### config.mk
export PLATFORM = sky130hd
export DESIGN_NAME = pthc_front
export DESIGN_NICKNAME = d
export VERILOG_FILES = /design/src/hw/rtl/pthc_pkg.sv /design/src/hw/rtl/pthc_front.sv
export SDC_FILE = /design/constraint.sdc
export NUM_CORES = 2
export LEC_CHECK = 0
export ABC_AREA = 1
export BUFFER_PORTS_ARGS = -buffer_cell sky130_fd_sc_hd__buf_4
export CAP_MARGIN = 15
export CORE_ASPECT_RATIO = 1.1
export CORE_MARGIN = 2
export CORE_UTILIZATION = 65
export DETAILED_ROUTE_END_ITERATION = 7
export PLACE_DENSITY_LB_ADDON = 0.1
export SYNTH_ARGS = -nofsm -noshare
export SYNTH_HDL_FRONTEND = slang
export SYNTH_SLANG_ARGS = --single-unit
### constraint.sdc
create_clock -name i_clk -period 11.8 [get_ports i_clk]
set_input_delay 2.36 -clock i_clk [delete_from_list [all_inputs] [get_ports i_clk]]
set_output_delay 2.36 -clock i_clk [all_outputs]
set_load 0.03 [all_outputs]
### src/hw/rtl/pthc_pkg.sv
`default_nettype none
package pthc_pkg;

    // Configuration register indexes
    localparam int unsigned CFG_IDX_W = 3;
    localparam logic [CFG_IDX_W-1:0] REG_TEMP      = 3'd0;
    localparam logic [CFG_IDX_W-1:0] REG_PRESS_LO  = 3'd1;
    localparam logic [CFG_IDX_W-1:0] REG_PRESS_HI  = 3'd2;
    localparam logic [CFG_IDX_W-1:0] REG_PRESS_HUM = 3'd3;
    localparam logic [CFG_IDX_W-1:0] REG_HUM       = 3'd4;

    // Fixed latencies of the arithmetic units
    localparam int unsigned MUL_LAT = 2;
    localparam int unsigned DIV_LAT = 66;

    // Compensation constants
    localparam logic [63:0] P_T_OFS   = 64'd128000;
    localparam logic [63:0] P_BIAS    = 64'd140737488355328;
    localparam logic [63:0] P_FULL    = 64'd1048576;
    localparam logic [63:0] P_SCALE   = 64'd3125;
    localparam logic [31:0] H_T_OFS   = 32'd76800;
    localparam logic [31:0] H_RND     = 32'd16384;
    localparam logic [31:0] H_MID     = 32'd32768;
    localparam logic [31:0] H_ADD     = 32'd2097152;
    localparam logic [31:0] H_RND2    = 32'd8192;
    localparam logic [31:0] H_MAX     = 32'd419430400;
    localparam logic [31:0] T_RND     = 32'd128;

    // Item handed from the temperature front to the pressure/humidity back
    typedef struct packed {
        logic [31:0] fine_t;
        logic [23:0] temp_c;
        logic [19:0] raw_p;
        logic [15:0] raw_h;
    } t_item;

    function automatic logic [31:0] asr32(input logic [31:0] v, input int unsigned n);
        logic signed [31:0] s;
        s = $signed(v);
        return 32'(s >>> n);
    endfunction

    function automatic logic [63:0] asr64(input logic [63:0] v, input int unsigned n);
        logic signed [63:0] s;
        s = $signed(v);
        return 64'(s >>> n);
    endfunction

    // Signed division by 2^n, rounding toward zero
    function automatic logic [31:0] tdiv32(input logic [31:0] v, input int unsigned n);
        logic [31:0] b;
        b = v[31] ? v + ((32'd1 << n) - 32'd1) : v;
        return asr32(b, n);
    endfunction

    function automatic logic [63:0] tdiv64(input logic [63:0] v, input int unsigned n);
        logic [63:0] b;
        b = v[63] ? v + ((64'd1 << n) - 64'd1) : v;
        return asr64(b, n);
    endfunction

endpackage
`default_nettype wire

### src/hw/rtl/pthc_front.sv
`default_nettype none
module pthc_front import pthc_pkg::*; (
    input  logic        i_clk,
    input  logic        i_rst_n,
    input  logic        i_valid,
    output logic        o_stall,
    input  logic [19:0] i_raw_t,
    input  logic [19:0] i_raw_p,
    input  logic [15:0] i_raw_h,
    input  logic [47:0] i_temp_coeffs,
    output logic        o_push,
    input  logic        i_full,
    output t_item       o_item
);

    logic [31:0] t1;
    logic [31:0] t2;
    logic [31:0] t3;
    logic [31:0] ta;
    logic [31:0] tb;
    logic [31:0] tf;
    logic [31:0] tc;
    logic        en;

    logic        r_v1;
    logic        r_v2;
    logic        r_v3;
    logic [31:0] r1_am;
    logic [31:0] r1_bsq;
    logic [19:0] r1_p;
    logic [15:0] r1_h;
    logic [31:0] r2_a;
    logic [31:0] r2_bm;
    logic [19:0] r2_p;
    logic [15:0] r2_h;
    t_item       r3_item;

    assign t1 = {16'd0, i_temp_coeffs[15:0]};
    assign t2 = {{16{i_temp_coeffs[31]}}, i_temp_coeffs[31:16]};
    assign t3 = {{16{i_temp_coeffs[47]}}, i_temp_coeffs[47:32]};

    assign ta = {15'd0, i_raw_t[19:3]} - (t1 << 1);
    assign tb = {16'd0, i_raw_t[19:4]} - t1;

    // Fine temperature and hundredths of a degree
    assign tf = r2_a + asr32(r2_bm, 14);
    assign tc = asr32(tf + (tf << 2) + T_RND, 8);

    // Hold the pipe only when the last stage cannot enter the queue
    assign en      = !r_v3 || !i_full;
    assign o_stall = !en;
    assign o_push  = r_v3 && !i_full;
    assign o_item  = r3_item;

    always_ff @(posedge i_clk) begin
        if (!i_rst_n) begin
            r_v1 <= 1'b0;
            r_v2 <= 1'b0;
            r_v3 <= 1'b0;
        end else if (en) begin
            r_v1 <= i_valid;
            r_v2 <= r_v1;
            r_v3 <= r_v2;
        end
    end

    always_ff @(posedge i_clk) begin
        if (en) begin
            r1_am  <= ta * t2;
            r1_bsq <= tb * tb;
            r1_p   <= i_raw_p;
            r1_h   <= i_raw_h;

            r2_a   <= asr32(r1_am, 11);
            r2_bm  <= asr32(r1_bsq, 12) * t3;
            r2_p   <= r1_p;
            r2_h   <= r1_h;

            r3_item.fine_t <= tf;
            r3_item.temp_c <= tc[23:0];
            r3_item.raw_p  <= r2_p;
            r3_item.raw_h  <= r2_h;
        end
    end

endmodule
`default_nettype wire

==> impl_metrics.ini <==
[logic_synthesis]
synthCells = 4866
synth_mux_area_frac = 0
synth_top_family_by_area = adder cells
ys_seq_area_frac = 0.164
async_flop_share = 0
netlist_area_sq_um = 42200
syn_avg_cell_area_sq_um = 8.66
synth-edff-count = 228
synthAdderAreaFrac = 0.482
ys.flop_type = edfxtp_1
yosysTopAreaCellShare = 0.387
yosysMostFrequentCell = inv_1
synth_compound_area_frac = 0.0439
syn-num-nets = 6108
synth_xor_area_frac = 0.0222
synth.distinct_cells = 53
synth.area.top_cells = fa_1 (39%), edfxtp_1 (16%), inv_1 (12%)
yosysWarnings = 0
synth-simple-area-share = 0.151
synth_seq_cells = 231
synth_area_leader_cell = fa_1
yosys-top-cells-count = inv_1 (1345), nand2_1 (1006), fa_1 (815)

[run]
cap_violations = 0

[clock_tree]
cts_tree = done
cts.hold.buffers_added = 0
cts_buffers = 24
htreeDepth = 1
path_clk_slew_ns = 0.07
clock-root-buffer = clkbuf_16
clk_latency_ns = 0.57
post_cts_buffers = 0
clk_path_buf_depth = 3
clock-sinks = 231
cts_resized = 0

[timing]
final-setup-viol-count = 0
worstMarginPinSlew_ns = 1.04
setup_tns_ns = 0
finalCritPeriodShare = 0.829
fin_skew_ns = 0.0289
slew_headroom = 0.307
rsz0062_at_grt = no
finalHoldViolCount = 0
min_period_ns = 9.78
drv_slew = 0
fmax_ghz = 0.102

[global_route]
track_usage = 0.315
grt_max_degree = 81
top_usage_layer = met2
use_met3 = 0.0538
grt_pass1_wl_um = 165000
grt_use_met1 = 0.394
use_met2 = 0.547
overflow = 0
grt_pass1_vias = 33306
antenna_found_initial = 0

[drt]
vias_per_cell = 5.40
postRouteWirelength_um = 100000
num_vias = 31426
drc = 0
drt_iter0_markers = 1724
drtAntennaViolNets = 0
dr.pass1.iters = 6
post_drt_wl_per_cell_um = 17.2

[placed_design]
port_buffers = 198
dp_hpwl_um = 81300
place.gp.congestion = 0.952

[setup_path]
critPathLaunchType = input pin
worstRegToRegCells = 22
critPathMaxStageDelay_ns = 0.87
r2r-start = r1_bsq[22]
regToRegSetupSlack_ns = 5.55
r2r-end = r2_bm[31]
crit_slowest_cell = clkinv_1
path_max_fanout = 19
arrival_ns = 10.09
crit_family = adder cells
crit_buf_inv = 9
critPathKind = input pin to flip-flop
end_kind = flip-flop
critPathRequiredTime_ns = 12.11

[floorplanning]
initial_core_util = 0.659
boundaryPins = 202
fp.dieW_um = 247
fp-row-count = 97
die-area_sq_um = 66900
core-area_sq_um = 64000
die-height_um = 271

[min_path]
hold_class = flip-flop to flip-flop
min_path_cells = 0
hold_end = r2_p[15]
min_from = r1_p[15]

[outcome]
status = completed

[final_layout]
syn_to_final_growth_pct = 6.77
diodes = 0
final_core_util = 0.704
fillerInstances = 5171
finalNetCount = 6209
drive_gt1_frac = 0.0644
==> logic make-up (layout without fill, tap and decap cells) <==
group | count (synthesis) | after routing
buf+inv | 1494 | 1611
compound gates | 320 | 320
simple gates | 1581 | 1581
xor+xnor | 106 | 106
fa+ha+maj | 1134 | 1134
flops | 231 | 231
==> registers in the layout, indices dropped and copies added, names as in the netlist <==
name / count
r1_h: 16
r1_am: 21
r_v2: 1
r2_a: 21
r2_p: 20
r_v1: 1
r_v3: 1
r1_bsq: 20
o_item: 76
r2_bm: 18
r2_h: 16
r1_p: 20
==> per-layer routing <==
| metal | up-vias | wire length (um) |
|---|---|---|
| li1 | 14530 | - |
| met1 | 15470 | 37600 |
| met2 | 1157 | 50600 |
| met3 | 269 | 7820 |
| met4 | 0 | 4220 |
| met5 | - | 0 |
==> how the worst max path moves through the flow <==
stage / startpoint / to / slack, ns / cells past startpoint
6_report: i_raw_t[4] / r1_bsq[31] / 2.02 / 30
5_1_grt: i_raw_t[4] / r1_am[31] / 1.72 / 30
4_1_cts: i_raw_t[4] / r1_bsq[31] / 2.15 / 30
3_5_place_dp: i_raw_t[4] / r1_bsq[31] / 1.57 / 30
3_3_place_gp: i_raw_t[4] / r1_bsq[31] / 1.70 / 30
2_1_floorplan: i_full / o_stall / 0.85 / 2
==> layout make-up <==
class	count	area, sq um	share of cell area
multi-input cells	3141	29500	0.655
flip-flops and latches	231	6910	0.153
inverters	1357	5100	0.113
repair buffers	212	1590	0.0354
well taps	841	1050	0.0234
clock buffers	28	616	0.0137
clock inverters	14	262	0.00581
==> worst register-to-register path, cell delays in order, from the launching register on <==
cell and delay, ns:
edfxtp_1 0.91, nand2_1 0.18, fa_1 0.57, inv_1 0.05, fa_1 0.53, inv_1 0.05
fa_1 0.48, fa_1 0.57, inv_1 0.05, fa_1 0.48, inv_1 0.05, fa_1 0.48
inv_1 0.05, ha_1 0.34, nand2_1 0.09, nor2_1 0.15, inv_1 0.07, nor3_1 0.24
nand2_1 0.09, nand2_1 0.15, a21oi_1 0.14, nand3_1 0.10, nand2_1 0.14
==> stage by stage <==
step	worst slack (ns)	hold WS, ns	std cells	area (sq um)
2_1_floorplan	0.855	0.400	4866	42200
3_5_place_dp	1.57	0.405	5782	44100
5_1_grt	1.72	0.401	5824	45000
3_3_place_gp	1.70	0.400	5782	44100
6_report	2.02	0.393	5824	45000
4_1_cts	2.15	0.392	5824	45000
==> cells in the final DEF (no fill, tap or decap), types with 11 or more instances in the layout <==
master     synthesis  layout
fa_1             815     815
ha_1             319     319
o21bai_1          17      17
nor4_1            11      11
nand4_1           21      21
a21o_1            18      18
or2_2             23      23
buf_4             22     212
a31oi_1           17      17
o21ai_0           75      75
nand2_1         1006    1005
clkbuf_16          0      24
nand2_2           22      22
nor2_1           353     353
inv_1           1345    1345
xor2_1            75      75
a21oi_1          146     146
nor3_1            26      26
nand3_1           95      95
edfxtp_1         228     228
xnor2_1           30      30
Power is left out: the tool's default activity adds up to more than one toggle a clock period on the data nets, which glitch-free logic cannot reach.
