## config.mk

```make
export PLATFORM = sky130hd
export DESIGN_NAME = pthc_fifo
export DESIGN_NICKNAME = d
export VERILOG_FILES = /design/src/hw/rtl/pthc_pkg.sv /design/src/hw/rtl/pthc_fifo.sv
export SDC_FILE = /design/constraint.sdc
export NUM_CORES = 1
export LEC_CHECK = 0
export ABC_AREA = 0
export CORE_ASPECT_RATIO = 1.75
export CORE_UTILIZATION = 45
export DETAILED_ROUTE_END_ITERATION = 10
export DONT_BUFFER_PORTS = 1
export SLEW_MARGIN = 5
export SYNTH_ARGS = -nofsm -noshare
export SYNTH_HDL_FRONTEND = slang
export SYNTH_SLANG_ARGS = --single-unit
```

## constraint.sdc

```tcl
create_clock -name i_clk -period 4.33 [get_ports i_clk]
set_clock_uncertainty 0.1 [all_clocks]
set_input_delay 0.433 -clock i_clk [delete_from_list [all_inputs] [get_ports i_clk]]
set_output_delay 0.433 -clock i_clk [all_outputs]
set_load 0.05 [all_outputs]
```

## src/hw/rtl/pthc_pkg.sv

```systemverilog
`default_nettype none
package pthc_pkg;

    // Configuration register indexes
    localparam int unsigned CFG_IDX_W = 3;
    localparam logic [CFG_IDX_W-1:0] REG_TEMP      = 3'd0;
    localparam logic [CFG_IDX_W-1:0] REG_PRESS_LO  = 3'd1;
    localparam logic [CFG_IDX_W-1:0] REG_PRESS_HI  = 3'd2;
    localparam logic [CFG_IDX_W-1:0] REG_PRESS_HUM = 3'd3;
    localparam logic [CFG_IDX_W-1:0] REG_HUM       = 3'd4;

    // Fixed latencies of the arithmetic units
    localparam int unsigned MUL_LAT = 2;
    localparam int unsigned DIV_LAT = 66;

    // Compensation constants
    localparam logic [63:0] P_T_OFS   = 64'd128000;
    localparam logic [63:0] P_BIAS    = 64'd140737488355328;
    localparam logic [63:0] P_FULL    = 64'd1048576;
    localparam logic [63:0] P_SCALE   = 64'd3125;
    localparam logic [31:0] H_T_OFS   = 32'd76800;
    localparam logic [31:0] H_RND     = 32'd16384;
    localparam logic [31:0] H_MID     = 32'd32768;
    localparam logic [31:0] H_ADD     = 32'd2097152;
    localparam logic [31:0] H_RND2    = 32'd8192;
    localparam logic [31:0] H_MAX     = 32'd419430400;
    localparam logic [31:0] T_RND     = 32'd128;

    // Item handed from the temperature front to the pressure/humidity back
    typedef struct packed {
        logic [31:0] fine_t;
        logic [23:0] temp_c;
        logic [19:0] raw_p;
        logic [15:0] raw_h;
    } t_item;

    function automatic logic [31:0] asr32(input logic [31:0] v, input int unsigned n);
        logic signed [31:0] s;
        s = $signed(v);
        return 32'(s >>> n);
    endfunction

    function automatic logic [63:0] asr64(input logic [63:0] v, input int unsigned n);
        logic signed [63:0] s;
        s = $signed(v);
        return 64'(s >>> n);
    endfunction

    // Signed division by 2^n, rounding toward zero
    function automatic logic [31:0] tdiv32(input logic [31:0] v, input int unsigned n);
        logic [31:0] b;
        b = v[31] ? v + ((32'd1 << n) - 32'd1) : v;
        return asr32(b, n);
    endfunction

    function automatic logic [63:0] tdiv64(input logic [63:0] v, input int unsigned n);
        logic [63:0] b;
        b = v[63] ? v + ((64'd1 << n) - 64'd1) : v;
        return asr64(b, n);
    endfunction

endpackage
`default_nettype wire

```

## src/hw/rtl/pthc_fifo.sv

```systemverilog
`default_nettype none
module pthc_fifo import pthc_pkg::*; #(
    parameter int unsigned DEPTH = 4
) (
    input  logic  i_clk,
    input  logic  i_rst_n,
    input  logic  i_push,
    input  t_item i_item,
    output logic  o_full,
    input  logic  i_pop,
    output logic  o_nempty,
    output t_item o_item
);

    // DEPTH must be a power of two so that the pointers wrap on their own; the block does not enforce it
    localparam int unsigned AW = $clog2(DEPTH);

    t_item          r_mem [DEPTH];
    logic [AW-1:0]  r_wp;
    logic [AW-1:0]  r_rp;
    logic [AW:0]    r_count;

    assign o_full   = (r_count == (AW+1)'(DEPTH));
    assign o_nempty = (r_count != '0);
    assign o_item   = r_mem[r_rp];

    // Store item
    always_ff @(posedge i_clk) begin
        if (i_push) begin
            r_mem[r_wp] <= i_item;
        end
    end

    // Advance pointers and fill count
    always_ff @(posedge i_clk) begin
        if (!i_rst_n) begin
            r_wp    <= '0;
            r_rp    <= '0;
            r_count <= '0;
        end else begin
            if (i_push) begin
                r_wp <= r_wp + 1'b1;
            end
            if (i_pop) begin
                r_rp <= r_rp + 1'b1;
            end
            if (i_push && !i_pop) begin
                r_count <= r_count + 1'b1;
            end else if (!i_push && i_pop) begin
                r_count <= r_count - 1'b1;
            end
        end
    end

    a_no_overfill: assert property (@(posedge i_clk) disable iff (!i_rst_n)
        r_count <= (AW+1)'(DEPTH)) else $error("queue count beyond depth");
    a_no_push_full: assert property (@(posedge i_clk) disable iff (!i_rst_n)
        o_full |-> !i_push) else $error("push into full queue");
    a_no_pop_empty: assert property (@(posedge i_clk) disable iff (!i_rst_n)
        !o_nempty |-> !i_pop) else $error("pop from empty queue");

endmodule
`default_nettype wire

```

==> results by group, run 1 <==
STA
  – Slew headroom: between 30 and 40%
  – Hold Fails Final Rpt: 0
  – # setup viols final: 0
  – Minimum clock period: about 3.1 ns
  – Max-slew violations: 0
  – WHS: approximately 0.055 ns
  – Final Cycle Share: 70.9%
  – Fmax: around 330 MHz
  – Least-Margin Pin Slew: approximately 0.95 ns
  – Post-route setup TNS: 0 ns
  – RSZ-0062 raised after global routing: no

CTS
  – Postcts setup bufs: 0
  – CTS root buffer: clkbuf_16
  – Sink Count: between 300 and 400
  – CTS resizes: 0
  – CTS clk-pin slew, worst paths: about 0.060 ns
  – CTS buffer count: 34
  – H-tree level count: 2
  – Hold_buf cts: between 90 and 100
  – TritonCTS clock tree: built
  – Clock Path Buffers: 3
  – Worst skew pair latency: 0.51 ns

Floorplan
  – Die height: 233 µm
  – Initial Util: 45.7%
  – Chip width: between 100 and 150 µm
  – Die Footprint: ~31,000 µm²
  – Core Area: roughly 30,000 µm²
  – Rows: 84
  – Io pins: between 150 and 200

Finish
  – Layout Nets: 747
  – Area growth syn-to-layout: 17.6%
  – Commonest non-fill, non-tap cell in the layout: edfxtp_1
  – Most frequent cells in the layout: edfxtp_1 (368), dlygate4sd3_1 (94), mux4_2 (92)
  – Diode count: 0
  – Final Util: between 50 and 60%
  – Layout cells sized above 1: approximately a quarter

GRT
  – Vias in the first global route: roughly 6,300
  – Initial antenna violation count: 0
  – Total grt overflow: 0
  – GRT Total Usage: approximately 17%
  – Largest net degree at the start of global routing: 61
  – First-pass GRT wire length: around 37,000 µm

Synth
  – Syn avg cell area: between 20 and 30 µm²
  – Sequential share of the synthesized area: around four fifths
  – Cells after Synth: around 520
  – Synthesis-stage register bit count: between 300 and 400
  – Netlist cell types: 19
  – Yosys top cell by area: edfxtp_1
  – Post-synth top area share: ~80%
  – Synth warnings: 0
  – Synth area leaders: edfxtp_1 (81%), mux4_2 (15%), dfxtp_1 (1.3%)
  – Post-Syn Nets: ~630
  – Synth Cell Area: about 14,000 µm²

Setup path
  – CP Data Arrival Time: 2.54 ns
  – Slowest stage delay, CP: 0.80 ns
  – Critical path peak fanout: 34
  – Slowest-stage cell, CP: dfxtp_4
  – Crit Path Class: flop to output pin
  – Worst EP required: about 3.8 ns
  – Startpoint Class: flop
  – Worst-path cell chain: buf_4 -> mux4_2
  – Worst Setup End Kind: output pin

Routing
  – First drt pass iteration count: 6
  – Vias: about 5,700
  – DR vias/cell: 5.43
  – Detailed Route Iter0 Violations: 302
  – Drt total wl: ~25,000 µm
  – Wire per inst: 24.1 µm
  – Final ANT Viol Nets: 0
  – Drt drc: 0

Pwr
  – PD cells: 502 nW/µm²
  – Clock network power share: between 30% and 40%
  – Worst-case vdd ir drop: between 0.0003 and 0.0004 V
  – Internal power: 6040 µW
  – Net Switching: 2060 µW
  – Comb pwr share: 13.2%
  – Sw Share: ~25%
  – Leakage: roughly 0.0051 µW
  – Register share of total power: a little over half

Hold path
  – HP Class: primary input to flop

Placement
  – Post-DP HPWL: roughly 16,000 µm
  – Number of I/O port buffers: 0
  – GPL Wtd Cong: between 0.8 and 0.9

Flow run
  – MaxCap Viol Count: 0

Run status
  – Outcome: finished, final reports clean
[Yosys cell counts]
library cell / count
edfxtp_1: 368
mux4_2: 92
and2_1: 9
buf_2: 9
buf_6: 9
dfxtp_1: 9
ha_1: 5
inv_1: 4
xor2_1: 3
clkbuf_1: 2
mux2i_1: 2
nor2b_1: 2
or3_1: 2
xnor2_1: 2
a21boi_0: 1
fa_1: 1
nand2_1: 1
nor3b_1: 1
o21ai_0: 1
[worst max-delay path: cells and delay by family (launching register included)]
family | cells | cell delay (ns)
mux | 1 | 0.73
buf+inv | 1 | 0.48
flops | 1 | 0.80
[power by group through the flow]
stage                     Sequential [µW]  Clock, µW  Combinational (µW)
after CTS                            4280       2840                1090
final                                4270       2760                1070
after floorplan                      4310          0                 895
after global placement               4350          0                 970
after global routing                 4290       2950                1120
after detailed placement             4360          0                 980
[kinds of logic after synthesis]
logic type / after synthesis / share of synthesized area [%]
flip-flops: 377 / 81.8
multiplexers: 94 / 15.2
buffers and inverters: 24 / 1.23
AND/OR/NAND/NOR: 15 / 0.675
adder cells (fa/ha/maj): 6 / 0.602
XOR/XNOR: 5 / 0.319
AO/OA/AOI/OAI: 2 / 0.0912
[sequential cells by signal (all words and copies together) (netlist names), named ones only]
| signal | flops |
|---|---|
| r_wp | 2 |
| r_mem | 368 |
| r_rp | 2 |
| r_count | 3 |
[final cells by class]
type	instances	area, µm²
well taps	387	484
repair buffers	106	1040
clock inverters	16	104
clock buffers	42	912
inverters	4	15.0
flip-flops and latches	377	11200
multi-input cells	122	2340
fillers	2337	13900
[final timing paths]
| path | from | endpoint | slack, ns | cells after the start |
|---|---|---|---|---|
| setup / recovery | flop | o_item[14] | 1.26 | 2 |
| hold / removal | i_pop | flop | 0.06 | 2 |
| setup reg to reg | r_wp[0] | r_mem[2][73] | 2.04 | 4 |
| hold reg to reg | r_count[2] | r_count[2] | 0.45 | 2 |
[through the flow]
step | std cells | worst slack (ns) | area (µm²) | total power, µW
finish | 1054 | 1.26 | 16100 | 8100
global route | 1054 | 1.01 | 16100 | 8350
CTS | 1054 | 1.12 | 16100 | 8200
detailed placement | 902 | 1.68 | 14200 | 5340
global placement | 902 | 1.71 | 14200 | 5320
floorplan | 523 | 1.10 | 13700 | 5200
[routing by layer]
metal / routed length, µm / track usage (%) / share of wire [%] / vias up
li1: - / - / - / 2480
met1: 8570 / 17.0 / 34 / 3002
met2: 14400 / 30.7 / 57 / 180
met3: 1470 / 4.51 / 5.8 / 64
met4: 989 / 7.76 / 3.9 / 0
met5: 0 / 0 / 0 / -
(Power assumes the default switching activity.)
==> inputs of run 2 (changes only) <==
Clock period 4.33 ns to 2.8 ns, I/O delays scaled along.
==> results by group, run 2 (same netlist as run 1, synthesis figures left out) <==
Finish
  – Regs by FF count: r_mem x368, r_count x3
  – Layout cells sized above 1: 25.3% (+1.8 points)
  – Largest register FFs: 368 (unchanged)
  – Layout Nets: 754 (+0.94%)
  – Fill cells: 2,311 (-1.1%)
  – Most frequent cells in the layout: edfxtp_1 (368), dlygate4sd3_1 (96), mux4_2 (92)
  – Diode count: 0 (unchanged)
  – Area growth syn-to-layout: 19.6%
  – Finished Layout Cells: 1,063 (+0.85%)
  – Top reg by flops: r_mem
  – Commonest non-fill, non-tap cell in the layout: edfxtp_1

CTS
  – CTS root buffer: clkbuf_16
  – CTS buffer count: 35 (+2.9%)
  – CTS resizes: 0 (unchanged)
  – Worst skew pair latency: 0.51 ns (about the same)
  – Postcts setup bufs: 0 (unchanged)
  – CTS clk-pin slew, worst paths: 0.06 ns (about the same)
  – TritonCTS clock tree: built
  – H-tree level count: 2 (unchanged)
  – Clock Path Buffers: 3 (unchanged)
  – Sink Count: 377 (unchanged)

Setup path
  – Critical path peak fanout: 49 (+44%)
  – Worst reg2reg path startpoint: r_wp[0]
  – Crit Path Class: flop to output pin
  – Worst EP required: 2.42 ns (-1.38 ns)
  – Reg-to-Reg End: r_mem[0][67]
  – Worst Setup End Kind: output pin
  – CP Data Arrival Time: 2.11 ns (-0.43 ns)
  – R2R setup slack: 0.91 ns (-1.13 ns)
  – FF-to-FF path depth: 4 (unchanged)
  – Startpoint Class: flop

GRT
  – GRT Total Usage: 16.4% (-0.15 points)
  – First-pass GRT wire length: 37,300 µm (+0.44%)
  – Vias in the first global route: 6,400 (+1.7%)
  – Total grt overflow: 0 (unchanged)
  – Initial antenna violation count: 1 (+1)
  – Largest net degree at the start of global routing: 50 (-18%)

Flow run
  – MaxCap Viol Count: 0 (unchanged)

STA
  – Least-Margin Pin Slew: 0.841 ns (-0.111 ns)
  – Hold Fails Final Rpt: 0 (unchanged)
  – Post-route setup TNS: 0 ns (unchanged)
  – # setup viols final: 0 (unchanged)
  – Final Cycle Share: between 80% and 90%
  – RSZ-0062 raised after global routing: no
  – Slew headroom: 43.7% (+7.2 points)
  – Max-slew violations: 0 (unchanged)
  – Minimum clock period: ~2.5 ns
  – Final worst slack: 0.308 ns (-0.953 ns)
  – Fmax: roughly 400 MHz

Hold path
  – HP Class: primary input to flop
  – Worst hold endpoint: r_count[1]
  – Worst Hold Launch: i_push
  – Hold path depth: 3 (+1)

Routing
  – Detailed Route Iter0 Violations: 273 (-9.6%)
  – Drt drc: 0 (unchanged)
  – Final ANT Viol Nets: 0 (unchanged)
  – Drt total wl: 24,900 µm (-2.3%)
  – Vias: 5,717 (-0.16%)
  – Wire per inst: 23.4 µm (-3.1%)
  – First drt pass iteration count: 4 (-2)
  – DR vias/cell: 5.38 (-1.0%)

Floorplan
  – Core Area: 30,100 µm² (unchanged)
  – Rows: 84 (unchanged)
  – Die Footprint: 31,200 µm² (unchanged)
  – Io pins: 190 (unchanged)
  – Chip width: 134 µm (unchanged)
  – Initial Util: 45.7% (unchanged)
  – Die height: 233 µm (unchanged)

Run status
  – Outcome: finished, final reports clean

Pwr
  – Net Switching: 3250 µW (+58%)
  – Clock network power share: 36.3% (+2.2 points)
  – Worst-case vdd ir drop: 0.000607 V (+54%)
  – Leakage: 0.00518 µW (+2.3%)
  – PD cells: 792 nW/µm² (+58%)
  – Sw Share: 25.0% (-0.42 points)
  – Comb pwr share: 13.2% (about the same)
  – Final Total Pwr: 13,000 µW (+60%)
  – Internal power: 9750 µW (+61%)
  – Register share of total power: 50.5% (-2.2 points)

Placement
  – Number of I/O port buffers: 0 (unchanged)
  – Dpl ws: 0.810 ns (-0.870 ns)
  – Post-DP HPWL: 15,600 µm (-0.61%)
  – GPL Wtd Cong: 0.742 (-10%)
  – Placed insts: 906 (+0.44%)
## run 2: layer usage
metal / share of wire, % / GRT usage (%)
met1: 34 / 16.9
met5: 0.032 / 0
met2: 58 / 31.3
met3: 5.3 / 3.81
met4: 2.8 / 6.57
## run 2: power by group through the flow
| stage | logic (µW) | registers (µW) | clock network (µW) |
|---|---|---|---|
| finish | 1710 | 6570 | 4720 |
| floorplan | 1390 | 6650 | 0 |
| global route | 1790 | 6590 | 5040 |
| detailed placement | 1570 | 6700 | 0 |
| global placement | 1560 | 6680 | 0 |
| CTS | 1740 | 6570 | 4850 |
## run 2: area by class of cell
| class | count | area [µm²] | area share [%] |
|---|---|---|---|
| Inverter | 4 | 15.0 | 0.0915 |
| Timing Repair Buffer | 112 | 1170 | 7.12 |
| Sequential cell | 377 | 11200 | 68.5 |
| Multi-Input combinational cell | 122 | 2340 | 14.2 |
| Tap cell | 387 | 484 | 2.95 |
| Clock buffer | 40 | 937 | 5.71 |
| Clock inverter | 21 | 233 | 1.42 |
## run 2: what timing repair did
| item | 4_1_cts | 5_1_grt |
|---|---|---|
| setup endpoints to repair | 0 | 0 |
| hold endpoints to repair | 377 | 0 |
| hold buffers | 96 | 0 |
## run 2: worst max-delay path by stage
stage / from / to / slack, ns / cells past startpoint
2_1_floorplan: r_wp[0] / r_mem[2][0] / 0.58 / 3
3_3_place_gp: flop / o_item[48] / 0.84 / 2
3_5_place_dp: flop / o_item[15] / 0.81 / 2
4_1_cts: flop / o_item[15] / 0.25 / 2
5_1_grt: flop / o_item[50] / 0.18 / 2
6_report: flop / o_item[48] / 0.31 / 2
## run 2: per-stage QoR
stage	hold WS [ns]	utilization [%]	area (µm²)
6_report	0.103	54.6	16400
5_1_grt	0.103	54.6	16400
4_1_cts	0.0696	54.6	16400
3_5_place_dp	0.279	47.5	14300
3_3_place_gp	0.279	47.5	14300
2_1_floorplan	0.279	-	13700
## run 2: worst max-delay path, cell delays in order, from the launching register on
cell	delay, ns
dfxtp_4	0.44
buf_12	0.34
mux4_2	0.73
==> inputs of run 3 (changes only) <==
Settings changed: ABC_AREA 0 to 1.
==> results by group, run 3 <==
Finish
  – Diode count: 0 (unchanged)
  – Area growth syn-to-layout: 22.4%
  – Layout Cell Area excl Fill: 17,200 µm² (+5.0%)
  – Layout Nets: 1,235 (+64%)
  – Commonest non-fill, non-tap cell in the layout: edfxtp_1
  – Regs by FF count: r_mem x368, r_count x3
  – Layout cells sized above 1: 14.6% (-11 points)
  – Fill cells: 2,446 (+5.8%)
  – Finished Layout Cells: 1,547 (+46%)
  – Largest register FFs: 368 (unchanged)
  – Most frequent cells in the layout: edfxtp_1 (368), nor2_1 (190), o21ai_0 (120)
  – Top reg by flops: r_mem

Placement
  – GPL Wtd Cong: 0.739 (-0.46%)
  – Post-DP HPWL: 16,600 µm (+5.9%)
  – DP Area: 15,100 µm² (+6.0%)
  – Number of I/O port buffers: 0 (unchanged)
  – Placed insts: 1,392 (+54%)

Floorplan
  – Chip width: 136 µm (+1.3%)
  – Core Area: 30,700 µm² (+2.3%)
  – Die height: 236 µm (+1.3%)
  – Rows: 85 (+1.2%)
  – Initial Util: 45.8% (+0.15 points)
  – Io pins: 190 (unchanged)
  – Die Footprint: 32,000 µm² (+2.6%)

CTS
  – CTS root buffer: clkbuf_16
  – Clock Path Buffers: 3 (unchanged)
  – H-tree level count: 2 (unchanged)
  – CTS buffer count: 34 (-2.9%)
  – Sink Count: 377 (unchanged)
  – Worst skew pair latency: 0.51 ns (about the same)
  – CTS clk-pin slew, worst paths: 0.06 ns (about the same)
  – TritonCTS clock tree: built

Routing
  – DR vias/cell: 5.47 (+1.6%)
  – First drt pass iteration count: 5 (+1)
  – Final ANT Viol Nets: 0 (unchanged)
  – Vias: 8,455 (+48%)
  – Drt total wl: 30,600 µm (+23%)
  – Drt drc: 0 (unchanged)
  – Detailed Route Iter0 Violations: 594 (+120%)
  – Wire per inst: 19.8 µm (-15%)

Flow run
  – MaxCap Viol Count: 0 (unchanged)

STA
  – Least-Margin Pin Slew: 0.735 ns (-0.106 ns)
  – RSZ-0062 raised after global routing: yes
  – Final Cycle Share: 97.7% (+8.7 points)
  – Max-slew violations: 0 (unchanged)
  – # setup viols final: 0 (unchanged)
  – Slew headroom: 51.0% (+7.3 points)
  – Fmax: 365 MHz (-8.9%)
  – Hold Fails Final Rpt: 0 (unchanged)
  – Minimum clock period: 2.74 ns (+0.245 ns)

Synth
  – EDFF count, synth: 368 (unchanged)
  – Post-synth top area share: 78.5% (-2.0 points)
  – Post-Syn Nets: 1,051 (+68%)
  – Synth area leaders: edfxtp_1 (78%), nor2_1 (5.1%), o21ai_0 (4.3%)
  – Syn avg cell area: 14.8 µm² (-43%)
  – Cells after Synth: 949 (+81%)
  – Netlist cell types: 20 (+1)
  – Ys async rst share: 0% (unchanged)
  – Sequential share of the synthesized area: 79.8% (-2.1 points)
  – Synth top cells by count: edfxtp_1 (368), nor2_1 (190), o21ai_0 (120)
  – Yosys top cell by area: edfxtp_1
  – Synthesis-stage register bit count: 377 (unchanged)
  – Synth warnings: 0 (unchanged)
  – Synth Cell Area: 14,100 µm² (+2.6%)
  – Synth Flop Type: edfxtp_1
  – Top-count cell post-synth: edfxtp_1

GRT
  – Largest net degree at the start of global routing: 118 (+140%)
  – Vias in the first global route: 8,543 (+33%)
  – Initial antenna violation count: 1 (unchanged)
  – First-pass GRT wire length: 46,300 µm (+24%)
  – Total grt overflow: 0 (unchanged)
  – GRT Total Usage: 19.2% (+2.8 points)

Hold path
  – HP Class: primary input to flop

Pwr
  – Leakage: 0.00585 µW (+13%)
  – PD cells: 754 nW/µm² (-4.9%)
  – Final Total Pwr: 13,000 µW (-0.13%)
  – Worst-case vdd ir drop: 0.000536 V (-12%)
  – Internal power: 9660 µW (-0.94%)
  – Net Switching: 3320 µW (+2.3%)
  – Register share of total power: 50.1% (-0.4 points)
  – Comb pwr share: 14.5% (+1.3 points)
  – Clock network power share: 35.4% (-0.9 points)
  – Sw Share: 25.6% (+0.60 points)

Setup path
  – Crit Path Class: flop to output pin
  – Worst EP required: 2.42 ns (about the same)
  – Worst Setup End Kind: output pin
  – CP Data Arrival Time: 2.36 ns (+0.25 ns)
  – Critical path peak fanout: 47 (-4.1%)
  – Startpoint Class: flop

Run status
  – Outcome: finished, final reports clean
[run 3: power groups by stage]
| stage | registers, µW | logic, µW | clock network, µW |
|---|---|---|---|
| 2_1_floorplan | 6620 | 1230 | 0 |
| 3_3_place_gp | 6630 | 1710 | 0 |
| 3_5_place_dp | 6630 | 1720 | 0 |
| 4_1_cts | 6510 | 1890 | 4710 |
| 5_1_grt | 6530 | 1990 | 4900 |
| 6_report | 6510 | 1880 | 4600 |
[run 3: per-stage QoR]
stage                     TNS [ns]  setup WS [ns]  utilization, %  hold WS (ns)
after CTS                        0         0.0582            56.0        0.0407
final                            0         0.0631            56.1        0.0700
after global routing       -0.0360        -0.0360            56.1        0.0951
after floorplan                  0          0.272               -         0.279
after detailed placement         0          0.626            49.3         0.279
after global placement           0          0.666            49.3         0.279
[run 3: path summary, 6_finish.rpt]
path                               from      endpoint  slack (ns)  depth (start not counted)
worst max-delay path               flop    o_item[38]        0.06                          6
worst min-delay path              i_pop    r_count[1]        0.07                          4
worst max register to register  r_wp[1]  r_mem[1][43]        0.93                          5
worst min register to register  r_rp[1]          flop        0.37                          1
[run 3: cell type report]
class / instances / area [µm²] / share of cell area (%)
tap: 391 / 489 / 2.84
sequential: 377 / 11200 / 65.2
clock buffer: 45 / 956 / 5.55
timing repair buffer: 208 / 1910 / 11.1
multi-input combinational: 495 / 2410 / 14.0
inverter: 17 / 83.8 / 0.486
clock inverter: 14 / 150 / 0.871
[run 3: worst max-delay path, stage by stage (launching register included)]
cell	delay (ns)
dfxtp_4	0.44
inv_6	0.26
buf_12	0.27
buf_4	0.23
o21ai_1	0.10
o22ai_1	0.23
buf_4	0.25
[run 3: logic make-up after synthesis]
kind of cell | synth area share (%)
buffers and inverters | 3.21
and+or+nand+nor | 5.45
adders and majority gates | 0.587
DFF | 79.8
AOI/OAI and AO/OA | 11.0
[run 3: what timing repair did]
action / 4_1_cts / 5_1_grt
hold endpoints to repair: 378 / 0
buffers inserted: 0 / 0
resized for setup: 0 / 3
hold buffers: 96 / 0
endpoints found under the setup margin: 0 / 3
[run 3: per-layer routing]
| layer | global-route usage (%) | routed length (µm) | vias up |
|---|---|---|---|
| met2 | 34.2 | 16200 | 227 |
| met5 | 0 | 10 | - |
| met3 | 3.74 | 1610 | 53 |
| li1 | - | - | 3940 |
| met1 | 22.2 | 11800 | 4233 |
| met4 | 8.24 | 963 | 2 |
